## config.mk

```make
export PLATFORM = sky130hd
export DESIGN_NAME = start_byte_frame_receiver_core
export DESIGN_NICKNAME = d
export VERILOG_FILES = /design/src/sv/sbfr_pkg.sv /design/src/sv/sbfr_parser.sv /design/src/sv/sbfr_out_reg.sv /design/src/sv/start_byte_frame_receiver_core.sv
export SDC_FILE = /design/constraint.sdc
export NUM_CORES = 1
export LEC_CHECK = 0
export ABC_AREA = 1
export BUFFER_PORTS_ARGS = -buffer_cell sky130_fd_sc_hd__clkbuf_2
export CELL_PAD_IN_SITES_DETAIL_PLACEMENT = 0
export CELL_PAD_IN_SITES_GLOBAL_PLACEMENT = 1
export CORE_ASPECT_RATIO = 0.75
export CORE_MARGIN = 2
export CORE_UTILIZATION = 43
export DETAILED_ROUTE_END_ITERATION = 8
export PLACE_DENSITY = 0.95
export SETUP_SLACK_MARGIN = 0.4
export SYNTH_ARGS = -nofsm -noshare
export SYNTH_HDL_FRONTEND = slang
export SYNTH_SLANG_ARGS = --single-unit
```

## constraint.sdc

```tcl
create_clock -name i_clk -period 8.8 [get_ports i_clk]
set_clock_uncertainty 0.2 [all_clocks]
set_input_delay 2.64 -clock i_clk [delete_from_list [all_inputs] [get_ports i_clk]]
set_output_delay 2.64 -clock i_clk [all_outputs]
set_load 0.1 [all_outputs]
```

## src/sv/sbfr_pkg.sv

```systemverilog
package sbfr_pkg;

    // Reset value of the start byte register (ASCII 'w').
    localparam logic [7:0] START_BYTE_RESET = 8'h77;

    // Function code of a heartbeat request.
    localparam logic [7:0] FUNC_HEARTBEAT = 8'h43;

    // Register map: index of each configuration register.
    localparam int unsigned REG_START_BYTE = 0;

    // Receive phase, one-hot.
    typedef enum logic [2:0] {
        PH_HUNT    = 3'b001,
        PH_HEADER  = 3'b010,
        PH_PAYLOAD = 3'b100
    } t_phase;

    // Position of the next header byte within the header.
    localparam logic [2:0] POS_NONE   = 3'd0;
    localparam logic [2:0] POS_CHECK  = 3'd1;
    localparam logic [2:0] POS_FUNC   = 3'd2;
    localparam logic [2:0] POS_LEN    = 3'd3;
    localparam logic [2:0] POS_ID_LO  = 3'd4;
    localparam logic [2:0] POS_ID_HI  = 3'd5;

    // One result item.
    typedef struct packed {
        logic [7:0]  data_byte;
        logic        data_valid;
        logic        frame_end;
        logic        frame_ok;
        logic [7:0]  func_code;
        logic [15:0] device_id;
        logic [7:0]  payload_len;
        logic        heartbeat_reply;
    } t_result;

endpackage

```

## src/sv/sbfr_parser.sv

```systemverilog
module sbfr_parser (
    input  logic             i_clk,
    input  logic             i_rst_n,
    input  logic [7:0]       i_start_byte,
    input  logic             i_take,
    input  logic [7:0]       i_rx_byte,
    output logic             o_res_valid,
    output sbfr_pkg::t_result o_res
);

    sbfr_pkg::t_phase r_phase, n_phase;
    logic [2:0]  r_pos, n_pos;
    logic [7:0]  r_func, n_func;
    logic [7:0]  r_len, n_len;
    logic [15:0] r_id, n_id;
    logic [7:0]  r_check, n_check;
    logic [7:0]  r_sum, n_sum;
    logic [7:0]  r_remaining, n_remaining;
    logic        emit_data;
    logic        emit_end;
    logic        ok;

    // Next state and result for the byte in this transfer.
    always_comb begin
        n_phase     = r_phase;
        n_pos       = r_pos;
        n_func      = r_func;
        n_len       = r_len;
        n_id        = r_id;
        n_check     = r_check;
        n_sum       = r_sum;
        n_remaining = r_remaining;
        o_res_valid = 1'b0;
        emit_data   = 1'b0;
        emit_end    = 1'b0;
        if (i_take) begin
            unique case (r_phase)
                sbfr_pkg::PH_HEADER: begin
                    unique case (r_pos)
                        sbfr_pkg::POS_CHECK: begin
                            n_check = i_rx_byte;
                            n_pos   = sbfr_pkg::POS_FUNC;
                        end
                        sbfr_pkg::POS_FUNC: begin
                            n_func = i_rx_byte;
                            n_sum  = i_rx_byte;
                            n_pos  = sbfr_pkg::POS_LEN;
                        end
                        sbfr_pkg::POS_LEN: begin
                            n_len = i_rx_byte;
                            n_sum = r_sum + i_rx_byte;
                            n_pos = sbfr_pkg::POS_ID_LO;
                        end
                        sbfr_pkg::POS_ID_LO: begin
                            n_id  = {8'h00, i_rx_byte};
                            n_sum = r_sum + i_rx_byte;
                            n_pos = sbfr_pkg::POS_ID_HI;
                        end
                        sbfr_pkg::POS_ID_HI: begin
                            n_id  = {i_rx_byte, r_id[7:0]};
                            n_sum = r_sum + i_rx_byte;
                            n_pos = sbfr_pkg::POS_NONE;
                            if (r_len == 8'h00) begin
                                // Empty payload: the header closes the frame.
                                n_phase     = sbfr_pkg::PH_HUNT;
                                o_res_valid = 1'b1;
                                emit_end    = 1'b1;
                            end else begin
                                n_remaining = r_len;
                                n_phase     = sbfr_pkg::PH_PAYLOAD;
                            end
                        end
                        default: begin
                            n_pos   = sbfr_pkg::POS_NONE;
                            n_phase = sbfr_pkg::PH_HUNT;
                        end
                    endcase
                end
                sbfr_pkg::PH_PAYLOAD: begin
                    n_sum       = r_sum + i_rx_byte;
                    n_remaining = r_remaining - 8'd1;
                    emit_data   = 1'b1;
                    emit_end    = (n_remaining == 8'h00);
                    o_res_valid = 1'b1;
                    if (emit_end) begin
                        n_phase = sbfr_pkg::PH_HUNT;
                    end
                end
                default: begin
                    // Hunting: drop everything but the start byte.
                    n_phase = sbfr_pkg::PH_HUNT;
                    if (i_rx_byte == i_start_byte) begin
                        n_phase = sbfr_pkg::PH_HEADER;
                        n_pos   = sbfr_pkg::POS_CHECK;
                        n_sum   = 8'h00;
                    end
                end
            endcase
        end
    end

    // Result fields are built from the updated header and sum.
    assign ok = emit_end && (n_sum == r_check);

    always_comb begin
        o_res.data_byte       = emit_data ? i_rx_byte : 8'h00;
        o_res.data_valid      = emit_data;
        o_res.frame_end       = emit_end;
        o_res.frame_ok        = ok;
        o_res.func_code       = n_func;
        o_res.device_id       = n_id;
        o_res.payload_len     = n_len;
        o_res.heartbeat_reply = ok && (n_func == sbfr_pkg::FUNC_HEARTBEAT);
    end

    // Frame state registers.
    always_ff @(posedge i_clk) begin
        if (!i_rst_n) begin
            r_phase     <= sbfr_pkg::PH_HUNT;
            r_pos       <= sbfr_pkg::POS_NONE;
            r_func      <= 8'h00;
            r_len       <= 8'h00;
            r_id        <= 16'h0000;
            r_check     <= 8'h00;
            r_sum       <= 8'h00;
            r_remaining <= 8'h00;
        end else begin
            r_phase     <= n_phase;
            r_pos       <= n_pos;
            r_func      <= n_func;
            r_len       <= n_len;
            r_id        <= n_id;
            r_check     <= n_check;
            r_sum       <= n_sum;
            r_remaining <= n_remaining;
        end
    end

endmodule

```

## src/sv/sbfr_out_reg.sv

```systemverilog
module sbfr_out_reg (
    input  logic              i_clk,
    input  logic              i_rst_n,
    input  logic              i_take,
    input  logic              i_load,
    input  sbfr_pkg::t_result i_res,
    input  logic              i_out_ready,
    output logic              o_can_take,
    output logic              o_valid,
    output sbfr_pkg::t_result o_res
);

    logic              r_valid;
    sbfr_pkg::t_result r_res;

    // A new byte may enter when the held result is empty or leaves now.
    assign o_can_take = !r_valid || i_out_ready;
    assign o_valid    = r_valid;
    assign o_res      = r_res;

    // Valid flag of the result register.
    always_ff @(posedge i_clk) begin
        if (!i_rst_n) begin
            r_valid <= 1'b0;
        end else if (i_take && i_load) begin
            r_valid <= 1'b1;
        end else if (i_out_ready) begin
            r_valid <= 1'b0;
        end
    end

    // Result payload.
    always_ff @(posedge i_clk) begin
        if (i_take && i_load) begin
            r_res <= i_res;
        end
    end

endmodule

```

## src/sv/start_byte_frame_receiver_core.sv

```systemverilog
// Byte-serial receiver for start-byte framed packets. It accepts one received byte per
// clock cycle with no bubbles while i_ready is high: each byte goes through a small state
// update into a single result register, and the next byte is taken in the same cycle that
// the held result leaves, so throughput is one byte per cycle, and the result is registered
// in the cycle after its input transfer. Bytes are dropped until the start byte (register
// at address 0, reset 0x77) is seen; the six header bytes give no result except when the
// payload length is zero, in which case the last id byte gives one frame-end result. Each
// payload byte is passed on as it arrives; the final one carries frame_end and frame_ok,
// and a consumer must discard the frame's bytes when frame_ok is 0. heartbeat_reply marks
// the end of a good frame with function 0x43.
module start_byte_frame_receiver_core (
    input  logic        i_clk,
    input  logic        i_rst_n,
    // Configuration port
    input  logic        psel,
    input  logic        penable,
    input  logic        pwrite,
    input  logic [2:0]  paddr,
    input  logic [31:0] pwdata,
    output logic [31:0] prdata,
    output logic        pready,
    // Received bytes
    input  logic        i_rx_valid,
    output logic        o_rx_ready,
    input  logic [7:0]  i_rx_byte,
    // Results
    output logic        o_valid,
    input  logic        i_ready,
    output logic [7:0]  o_data_byte,
    output logic        o_data_valid,
    output logic        o_frame_end,
    output logic        o_frame_ok,
    output logic [7:0]  o_func_code,
    output logic [15:0] o_device_id,
    output logic [7:0]  o_payload_len,
    output logic        o_heartbeat_reply
);

    logic [7:0]        r_start_byte;
    logic              reg_sel;
    logic              take;
    logic              can_take;
    logic              res_valid;
    sbfr_pkg::t_result res;
    sbfr_pkg::t_result out_res;

    // Register decode: word index from the byte address.
    assign reg_sel = (paddr[2] == sbfr_pkg::REG_START_BYTE[0]);
    assign pready  = 1'b1;
    assign prdata  = reg_sel ? {24'h000000, r_start_byte} : 32'h00000000;

    always_ff @(posedge i_clk) begin
        if (!i_rst_n) begin
            r_start_byte <= sbfr_pkg::START_BYTE_RESET;
        end else if (psel && penable && pwrite && reg_sel) begin
            r_start_byte <= pwdata[7:0];
        end
    end

    // Input transfer.
    assign o_rx_ready = can_take;
    assign take       = i_rx_valid && can_take;

    sbfr_parser u_parser (
        .i_clk        (i_clk),
        .i_rst_n      (i_rst_n),
        .i_start_byte (r_start_byte),
        .i_take       (take),
        .i_rx_byte    (i_rx_byte),
        .o_res_valid  (res_valid),
        .o_res        (res)
    );

    sbfr_out_reg u_out (
        .i_clk       (i_clk),
        .i_rst_n     (i_rst_n),
        .i_take      (take),
        .i_load      (res_valid),
        .i_res       (res),
        .i_out_ready (i_ready),
        .o_can_take  (can_take),
        .o_valid     (o_valid),
        .o_res       (out_res)
    );

    // Result fields.
    assign o_data_byte       = out_res.data_byte;
    assign o_data_valid      = out_res.data_valid;
    assign o_frame_end       = out_res.frame_end;
    assign o_frame_ok        = out_res.frame_ok;
    assign o_func_code       = out_res.func_code;
    assign o_device_id       = out_res.device_id;
    assign o_payload_len     = out_res.payload_len;
    assign o_heartbeat_reply = out_res.heartbeat_reply;

endmodule

```

* Word level (Yosys, flattened, before mapping) *
Index checks and enable logic that the tools add are counted.

word-level totals
  flip-flop bits (word level) = 115
  input bits = 50
  output and inout bits = 79
  word-level logic and storage cells = 91

operators by class
  add/sub/neg operators = 2
  equality and inequality tests = 14
  mux-type cells = 35
  bitwise operators = 2
  reduce and logical (&&, ||, !) cells = 20

operator list
  operator               count
  $mux W8                11
  $pmux W8 S2            3
  $mux W16               2
  $pmux W16 S2           1
  $pmux W3 S2            3
  $eq A8 B8 Y1           2
  $logic_not A8 Y1       2
  $pmux W3 S4            1
  $eq A3 B2 Y1 const B   3
  $eq A3 B3 Y1 const B   3
  $mux W3                3
  $reduce_and A3 Y1      3
  $add A8 B8 Y8          1
  $eq A8 B7 Y1 const B   1
  $mux W1                8
  $sub A8 B1 Y8 const B  1
  $logic_and A1 B1 Y1    7
  $ne A2 B2 Y1 const B   3
  $reduce_bool A2 Y1     3
  $pmux W1 S2            2
  $reduce_and A4 Y1      1
  $reduce_or A4 Y1       1
  $eq A3 B1 Y1 const B   1
  $reduce_or A3 Y1       1
  5 further kinds        6

* Logic depth before layout (Yosys ltp) *
Gate-level depths: netlist of the first run.

  depth in word-level cells = 8
  gate-level depth with buffers = 17
  gate-level depth less buffers = 17

* Modules after synthesis *
From an unflattened synthesis of the first run, not the netlist that was laid out.

second synthesis, totals
  cell total of the unflattened synthesis = 737
  area total of the unflattened synthesis = 5,771.8 µm²

modules (own cells, without submodules)
  module                          times used  cells each  area an instance (µm²)  sequential area each (µm²)
  sbfr_parser                     1           595         3,767.4                 1,241.2
  sbfr_out_reg                    1           51          1,371.3                 1,341.3
  start_byte_frame_receiver_core  1           91          633.1                   160.2

* Worst setup path before layout of the first run *
OpenSTA, ideal clock, no wires.

  kind = input-to-output
  start point = input port paddr[2]
  end point = output port prdata[0]
  arrival = 4.092 ns
  required time = 5.960 ns
  path slack = 1.868 ns
  cell stages on the path = 2
  path buffers = 1
  cell sequence = clkbuf_1 -> nor2_1

between the ends
  longest elaborated chain between the ends = 1

RTL lines
  item         line                                  source
  from (decl)  start_byte_frame_receiver_core.sv:18  input logic [2:0] paddr,
  $mux W8      start_byte_frame_receiver_core.sv:50  assign prdata = reg_sel ? {24'h000000, r_start_byte} : 32'h00000000;
  to (decl)    start_byte_frame_receiver_core.sv:20  output logic [31:0] prdata,

Every way passes these cells.

* Worst setup path in the final report of the first run *
  start point = input port paddr[2]
  end point = output port prdata[2]

Same word-level chain as after synthesis.

==> metrics.md, run 1 <==
| Metric | Value |
|---|---|
| Total GRT Usage | 21.0% |
| Die area | 14200 um2 |
| Post-synth EDFFs | 44 |
| Residual DRC count | 0 |
| 1st-iter DRT viols | 408 |
| Share of the synthesized area in the top cell type | 24.9% |
| First-pass GRT wire length | 22600 um |
| Cell count after synthesis | 714 |
| Setup Buffers After CTS | 0 |
| DP HPWL | 9660 um |
| Ports | 129 |
| Int Power | 1.03 mW |
| Clk buf depth | 2 |
| Register share of total power | 39.1% |
| Fmax | 161 MHz |
| Clk_lat worst skew | 0.42 ns |
| Antenna violations before repair | 0 |
| Post-Route WL | 14000 um |
| Worst reg-to-reg setup slack | 5.20 ns |
| Top FF cell, synth | dfxtp_1 |
| Ranking of synthesized cells by area | dfxtp_1, edfxtp_1, nand2_1, inv_1, nor2_1 |
| Utilization after layout | 52.2% |
| CP max FO | 9 |
| Hold_buf cts | 0 |
| CP endpoint kind | primary output |
| Wirelength per Cell | 14.3 um |
| NetSw | 395 uW |
| Inserted Diodes | 0 |
| Crit start category | input port |
| Synth Cell Area | 5720 um2 |
| # setup viols final | 0 |
| Clk sinks | 115 |
| WP data required | 5.96 ns |
| Net Sw Frac | 27.7% |
| Pre-CTS setup slack | 2.58 ns |
| Comb power frac | 9.7% |
| Core Region | 13000 um2 |
| Initial Util | 44.1% |
| Final Max Slew Viols | 0 |
| Routed Antenna Nets | 0 |
| Num rows | 36 |
| Post-synthesis register bit count | 115 |
| TritonRoute pass-1 iters | 5 |
| Power Dens Cells | 210 nW/um2 |
| Crit path DAT | 3.37 ns |
| Min cycle time layout | 6.21 ns |
| Gp weighted congestion | 0.915 |
| Die width | 137 um |
| Cell taking the most area after synthesis | dfxtp_1 |
| Final Hold Viols | 0 |
| Clock network fraction of design power | 51.2% |
| Vias in the first global route | 4277 |
| Die Y | 104 um |
| Slew margin rel. | 26.2% |
| I/O Buffers | 77 |
| Final TNS setup | 0 ns |
| Largest net degree at the start of global routing | 46 |
| Measured slew at the worst slew-check pin | 1.10 ns |
| Hold Path Class | register to register |
| Max-Cap Viols | 0 |
| Ys async rst share | 0% |
| Gr ovfl total | 0 |
| Maximum vdd drop | 0.000124 V |
| Cts bufs inserted | 17 |
| Share of layout cells above drive strength 1 | 18.6% |
| Layout area overhead | 18.5% |
| Register area share after synthesis | 48.0% |
| Clock Tree Root | clkbuf_16 |
| Period utilization | 70.6% |
| Outcome | finished clean |
| Post-synth cell types | 47 |
| Clock slew at reported path FFs | 0.06 ns |
| Syn avg cell area | 8.00 um2 |
| CTS tree | built |
| LEAKAGE | 3.14 nW |
| Vias per cell | 4.82 |
| H-tree depth | 4 |
| Yosys warnings | 0 |
| Worst Setup Path Type | input port to primary output |
| Unrepaired setup endpoints after global routing | false |
| Setup ws final | 2.59 ns |
| Detailed-route via count | 4706 |
| Nets | 852 |
| Post-CTS Resized | 0 |
[logic make-up (layout without fill, tap and decap cells)]
family / after synthesis / after routing / share of synthesized area [%]
compound gates: 117 / 117 / 12.2
other cells: 2 / 25 / 0.131
fa+ha+maj: 10 / 10 / 2.32
flops: 115 / 115 / 48.0
simple gates: 300 / 300 / 23.4
xor+xnor: 10 / 10 / 1.53
buf+inv: 160 / 228 / 12.4
[stage by stage]
| step | power, mW | hold WS (ns) | cell area [um2] | instances |
|---|---|---|---|---|
| global route | 1.47 | 0.314 | 6770 | 976 |
| CTS | 1.44 | 0.280 | 6770 | 976 |
| finish | 1.42 | 0.274 | 6770 | 976 |
| detailed placement | 0.706 | 0.280 | 6150 | 944 |
| global placement | 0.705 | 0.274 | 6150 | 944 |
| floorplan | 0.689 | 0.257 | 5800 | 737 |
[registers in the layout (all words and copies together), names as in the netlist]
| name | cells |
|---|---|
| u_parser.r_remaining | 8 |
| r_start_byte | 8 |
| u_parser.r_phase | 3 |
| u_parser.r_check | 8 |
| u_parser.r_len | 8 |
| u_parser.r_id | 16 |
| u_parser.r_pos | 3 |
| u_parser.r_sum | 8 |
| u_out.o_res | 44 |
| u_out.o_valid | 1 |
| u_parser.r_func | 8 |
[power groups by stage]
stage | combinational [mW] | sequential [mW] | clock, mW
3_3_place_gp | 0.136 | 0.569 | 0
5_1_grt | 0.148 | 0.558 | 0.767
2_1_floorplan | 0.114 | 0.575 | 0
4_1_cts | 0.137 | 0.557 | 0.741
6_report | 0.138 | 0.558 | 0.729
3_5_place_dp | 0.137 | 0.569 | 0
[layer usage]
metal	track usage [%]	share of wire, %
met1	30.8	49
met2	29.4	42
met3	5.73	7.8
met4	7.22	1.5
met5	0	0
[layout by cell type (no fill, tap or decap), types with 3 or more instances in the layout]
cell type    n
nand2_1    138
inv_1      104
nor2_1      84
clkbuf_2    77
dfxtp_1     71
a21oi_1     45
edfxtp_1    44
nand3_1     37
conb_1      25
o21ai_0     22
clkbuf_16   17
o21ai_1     11
a211oi_1    11
inv_2       10
or2_2       10
ha_1         9
o22ai_1      8
nand3b_1     7
o211ai_1     6
nand4_1      5
nor2_2       5
xor2_1       5
xnor2_1      5
inv_6        5
nor3_1       3
bufinv_16    3
[worst max-delay path, stage by stage]
cell and delay [ns]:
clkbuf_2 0.15, nor2_1 0.12, clkbuf_2 0.46
[cell usage after synthesis (all sizes together), types with 2 or more instances]
library cell  number
o211ai             6
a22o               2
nand4              5
o21ai             33
a21oi             46
ha                 9
clkinv             3
o22ai              8
or2               11
nand3             39
buf               31
nand3b             7
nand2            139
o21a               2
clkbuf            12
dfxtp             71
inv              114
a31oi              2
xor2               5
edfxtp            44
xnor2              5
nor2              91
nor4               2
a22oi              3
a211oi            13
conb               2
nor3               5
[worst paths after layout]
check        depth (start not counted)                 endpoint                 from
max reg2reg                         11           u_out.o_res[0]  u_parser.r_phase[2]
min reg2reg                          2  u_parser.r_remaining[0]    u_parser.r_len[0]
max                                  3                prdata[2]             paddr[2]
min                                  2  u_parser.r_remaining[0]    u_parser.r_len[0]
[layout make-up]
type | count | area (um2)
Multi-Input combinational cell | 462 | 2360
Timing Repair Buffer | 79 | 400
Clock inverter | 15 | 194
Tap cell | 171 | 214
Sequential cell | 115 | 2740
Fill cell | 1263 | 6200
Clock buffer | 17 | 425
Inverter | 117 | 440
Power figures use the tool's default switching activity.
==> run 2: changes to the inputs <==
Settings changed: CORE_UTILIZATION 43 to 36, PLACE_DENSITY 0.95 to 0.87.
Clock period 8.8 ns to 5.3 ns, I/O delays scaled along.
==> run 2 against run 1 <==
Routed wire length is 0.11% higher. Largest cell class unchanged. Via count is 0.83% lower. Total power is 55% higher. First-iteration DRC count is 32% lower. Cell count is 3.5% higher. Clock-buffer cell count is 1 higher. Sequential share of layout area is 0.20 points higher. Non-clock buffer count stayed put. Largest power group unchanged. Setup slack worse by 1.4 ns. Critical endpoint is now prdata[3]. Clock power is 45% higher.
==> metrics.md, run 2 (synthesis results as in run 1) <==
| Metric | Value |
|---|---|
| Outcome | finished clean (unchanged) |
| Cell area after layout | 6740 um2 (was 6770 um2) |
| Layout area overhead | 18.0% (was 18.5%) |
| TritonRoute pass-1 iters | 5 (unchanged) |
| CP endpoint kind | primary output (unchanged) |
| Utilization after layout | 43.9% (was 52.2%) |
| DP HPWL | 9930 um (was 9660 um) |
| Post-Route WL | 14000 um (about the same) |
| Setup Buffers After CTS | 0 (unchanged) |
| WP data required | 3.51 ns (was 5.96 ns) |
| Clk buf depth | 2 (unchanged) |
| LEAKAGE | 3.10 nW (was 3.14 nW) |
| Maximum vdd drop | 0.000193 V (was 0.000124 V) |
| Final Max Slew Viols | 0 (unchanged) |
| Unrepaired setup endpoints after global routing | false (unchanged) |
| Most frequent cells in the layout | nand2_1, inv_1, nor2_1 (unchanged) |
| Min cycle time layout | 4.11 ns |
| Final Hold Viols | 0 (unchanged) |
| Fin cells | 1010 (was 976) |
| Die area | 16900 um2 (was 14200 um2) |
| Setup ws final | 1.19 ns (was 2.59 ns) |
| Die Y | 113 um (was 104 um) |
| Power Dens Cells | 328 nW/um2 (was 210 nW/um2) |
| # setup viols final | 0 (unchanged) |
| Clk sinks | 115 (unchanged) |
| Clock slew at reported path FFs | 0.06 ns (about the same) |
| Vias in the first global route | 4233 (was 4277) |
| Core Region | 15400 um2 (was 13000 um2) |
| Total GRT Usage | 17.4% (was 21.0%) |
| WP buf/inv | 2 (unchanged) |
| Ports | 129 (unchanged) |
| Max-Cap Viols | 0 (unchanged) |
| H-tree depth | 4 (unchanged) |
| Num rows | 39 (was 36) |
| Share of layout cells above drive strength 1 | 18.4% (was 18.6%) |
| Gp weighted congestion | 0.907 (was 0.915) |
| Hold Path Class | register to register (unchanged) |
| Crit start category | input port (unchanged) |
| Antenna violations before repair | 0 (unchanged) |
| CTS tree | built (unchanged) |
| CP cell instances | clkbuf_2 > nor2_1 > clkbuf_2 (unchanged) |
| Cells after DPL | 978 (was 944) |
| Nets | 852 (unchanged) |
| Cts bufs inserted | 17 (unchanged) |
| Inserted Diodes | 0 (unchanged) |
| Vias per cell | 4.62 (was 4.82) |
| Residual DRC count | 0 (unchanged) |
| Critical Path Most Common Cell | clkbuf_2 (unchanged) |
| Slowest stage delay, CP | 0.46 ns (about the same) |
| Die width | 149 um (was 137 um) |
| Crit path max-delay cell type | clkbuf_2 (unchanged) |
| Worst Setup Path Type | input port to primary output (unchanged) |
| CP max FO | 9 (unchanged) |
| Wirelength per Cell | 13.9 um (was 14.3 um) |
| Hold_buf cts | 0 (unchanged) |
| Post-DP Area | 6200 um2 (was 6150 um2) |
| Pre-CTS setup slack | 1.18 ns (was 2.58 ns) |
| First-pass GRT wire length | 22200 um (was 22600 um) |
| Clock Tree Root | clkbuf_16 (unchanged) |
| Initial Util | 37.2% (was 44.1%) |
| Hold_ws | 0.288 ns (was 0.274 ns) |
| Worst reg-to-reg setup slack | 1.95 ns (was 5.20 ns) |
| Pwr Total | 2.21 mW (was 1.42 mW) |
| Post-CTS Resized | 0 (unchanged) |
| I/O Buffers | 77 (unchanged) |
| Crit path DAT | 2.32 ns (was 3.37 ns) |
| Max FFs per register | 44 (unchanged) |
| Period utilization | 77.5% |
| Slew margin rel. | 26.9% (was 26.2%) |
| Gr ovfl total | 0 (unchanged) |
| Final TNS setup | 0 ns (unchanged) |
| Clk_lat worst skew | 0.42 ns (about the same) |
| Detailed-route via count | 4667 (was 4706) |
| Measured slew at the worst slew-check pin | 1.09 ns (was 1.10 ns) |
| Routed Antenna Nets | 0 (unchanged) |
| Fmax | 243 MHz |
| Crit path max-delay family | buffers and inverters (unchanged) |
| Most common cell after layout, fill and taps aside | nand2_1 (unchanged) |
| 1st-iter DRT viols | 277 (was 408) |
| Largest net degree at the start of global routing | 45 (was 46) |
-- run 2: changes by cell type in the layout (fill, tap and decap cells not counted), sizes merged --
cell	change
clkinvlp	+2
bufinv	-2
clkbuf	+1
inv	-5
clkinv	+4
-- run 2: metal layers --
metal	share of wire, %	vias to the layer above	track usage, %
li1	-	2420	-
met2	39	156	24.6
met1	51	2063	25.0
met4	2.0	0	6.03
met3	7.1	28	5.44
met5	0	-	0
-- run 2: final timing paths --
path,endpoint,depth (start not counted),from
worst min register to register,u_parser.r_remaining[0],2,u_parser.r_len[0]
worst max-delay path,prdata[3],3,paddr[2]
worst max register to register,u_parser.r_remaining[6],9,u_parser.r_phase[2]
worst min-delay path,u_parser.r_remaining[0],2,u_parser.r_len[0]
-- run 2: power breakdown --
group	switching, mW	internal, mW	total, mW
clock network	0.419	0.639	1.06
logic	0.192	0.0376	0.229
registers	0.00569	0.920	0.926
-- run 2: final cells by class --
| type | count | area (um2) |
|---|---|---|
| Clock buffer | 18 | 429 |
| Timing Repair Buffer | 79 | 400 |
| Fill cell | 1548 | 8630 |
| Tap cell | 205 | 256 |
| Sequential cell | 115 | 2740 |
| Inverter | 117 | 440 |
| Clock inverter | 14 | 115 |
| Multi-Input combinational cell | 462 | 2360 |
-- run 2: worst register-to-register path, stage by stage, from the launching register on --
cell and delay (ns):
dfxtp_1 0.39, inv_1 0.10, nor3_4 0.61, inv_1 0.48
nor2_4 0.29, nor2_1 0.12, nor2_1 0.50, inv_1 0.24
a211oi_1 0.23, a211oi_1 0.06
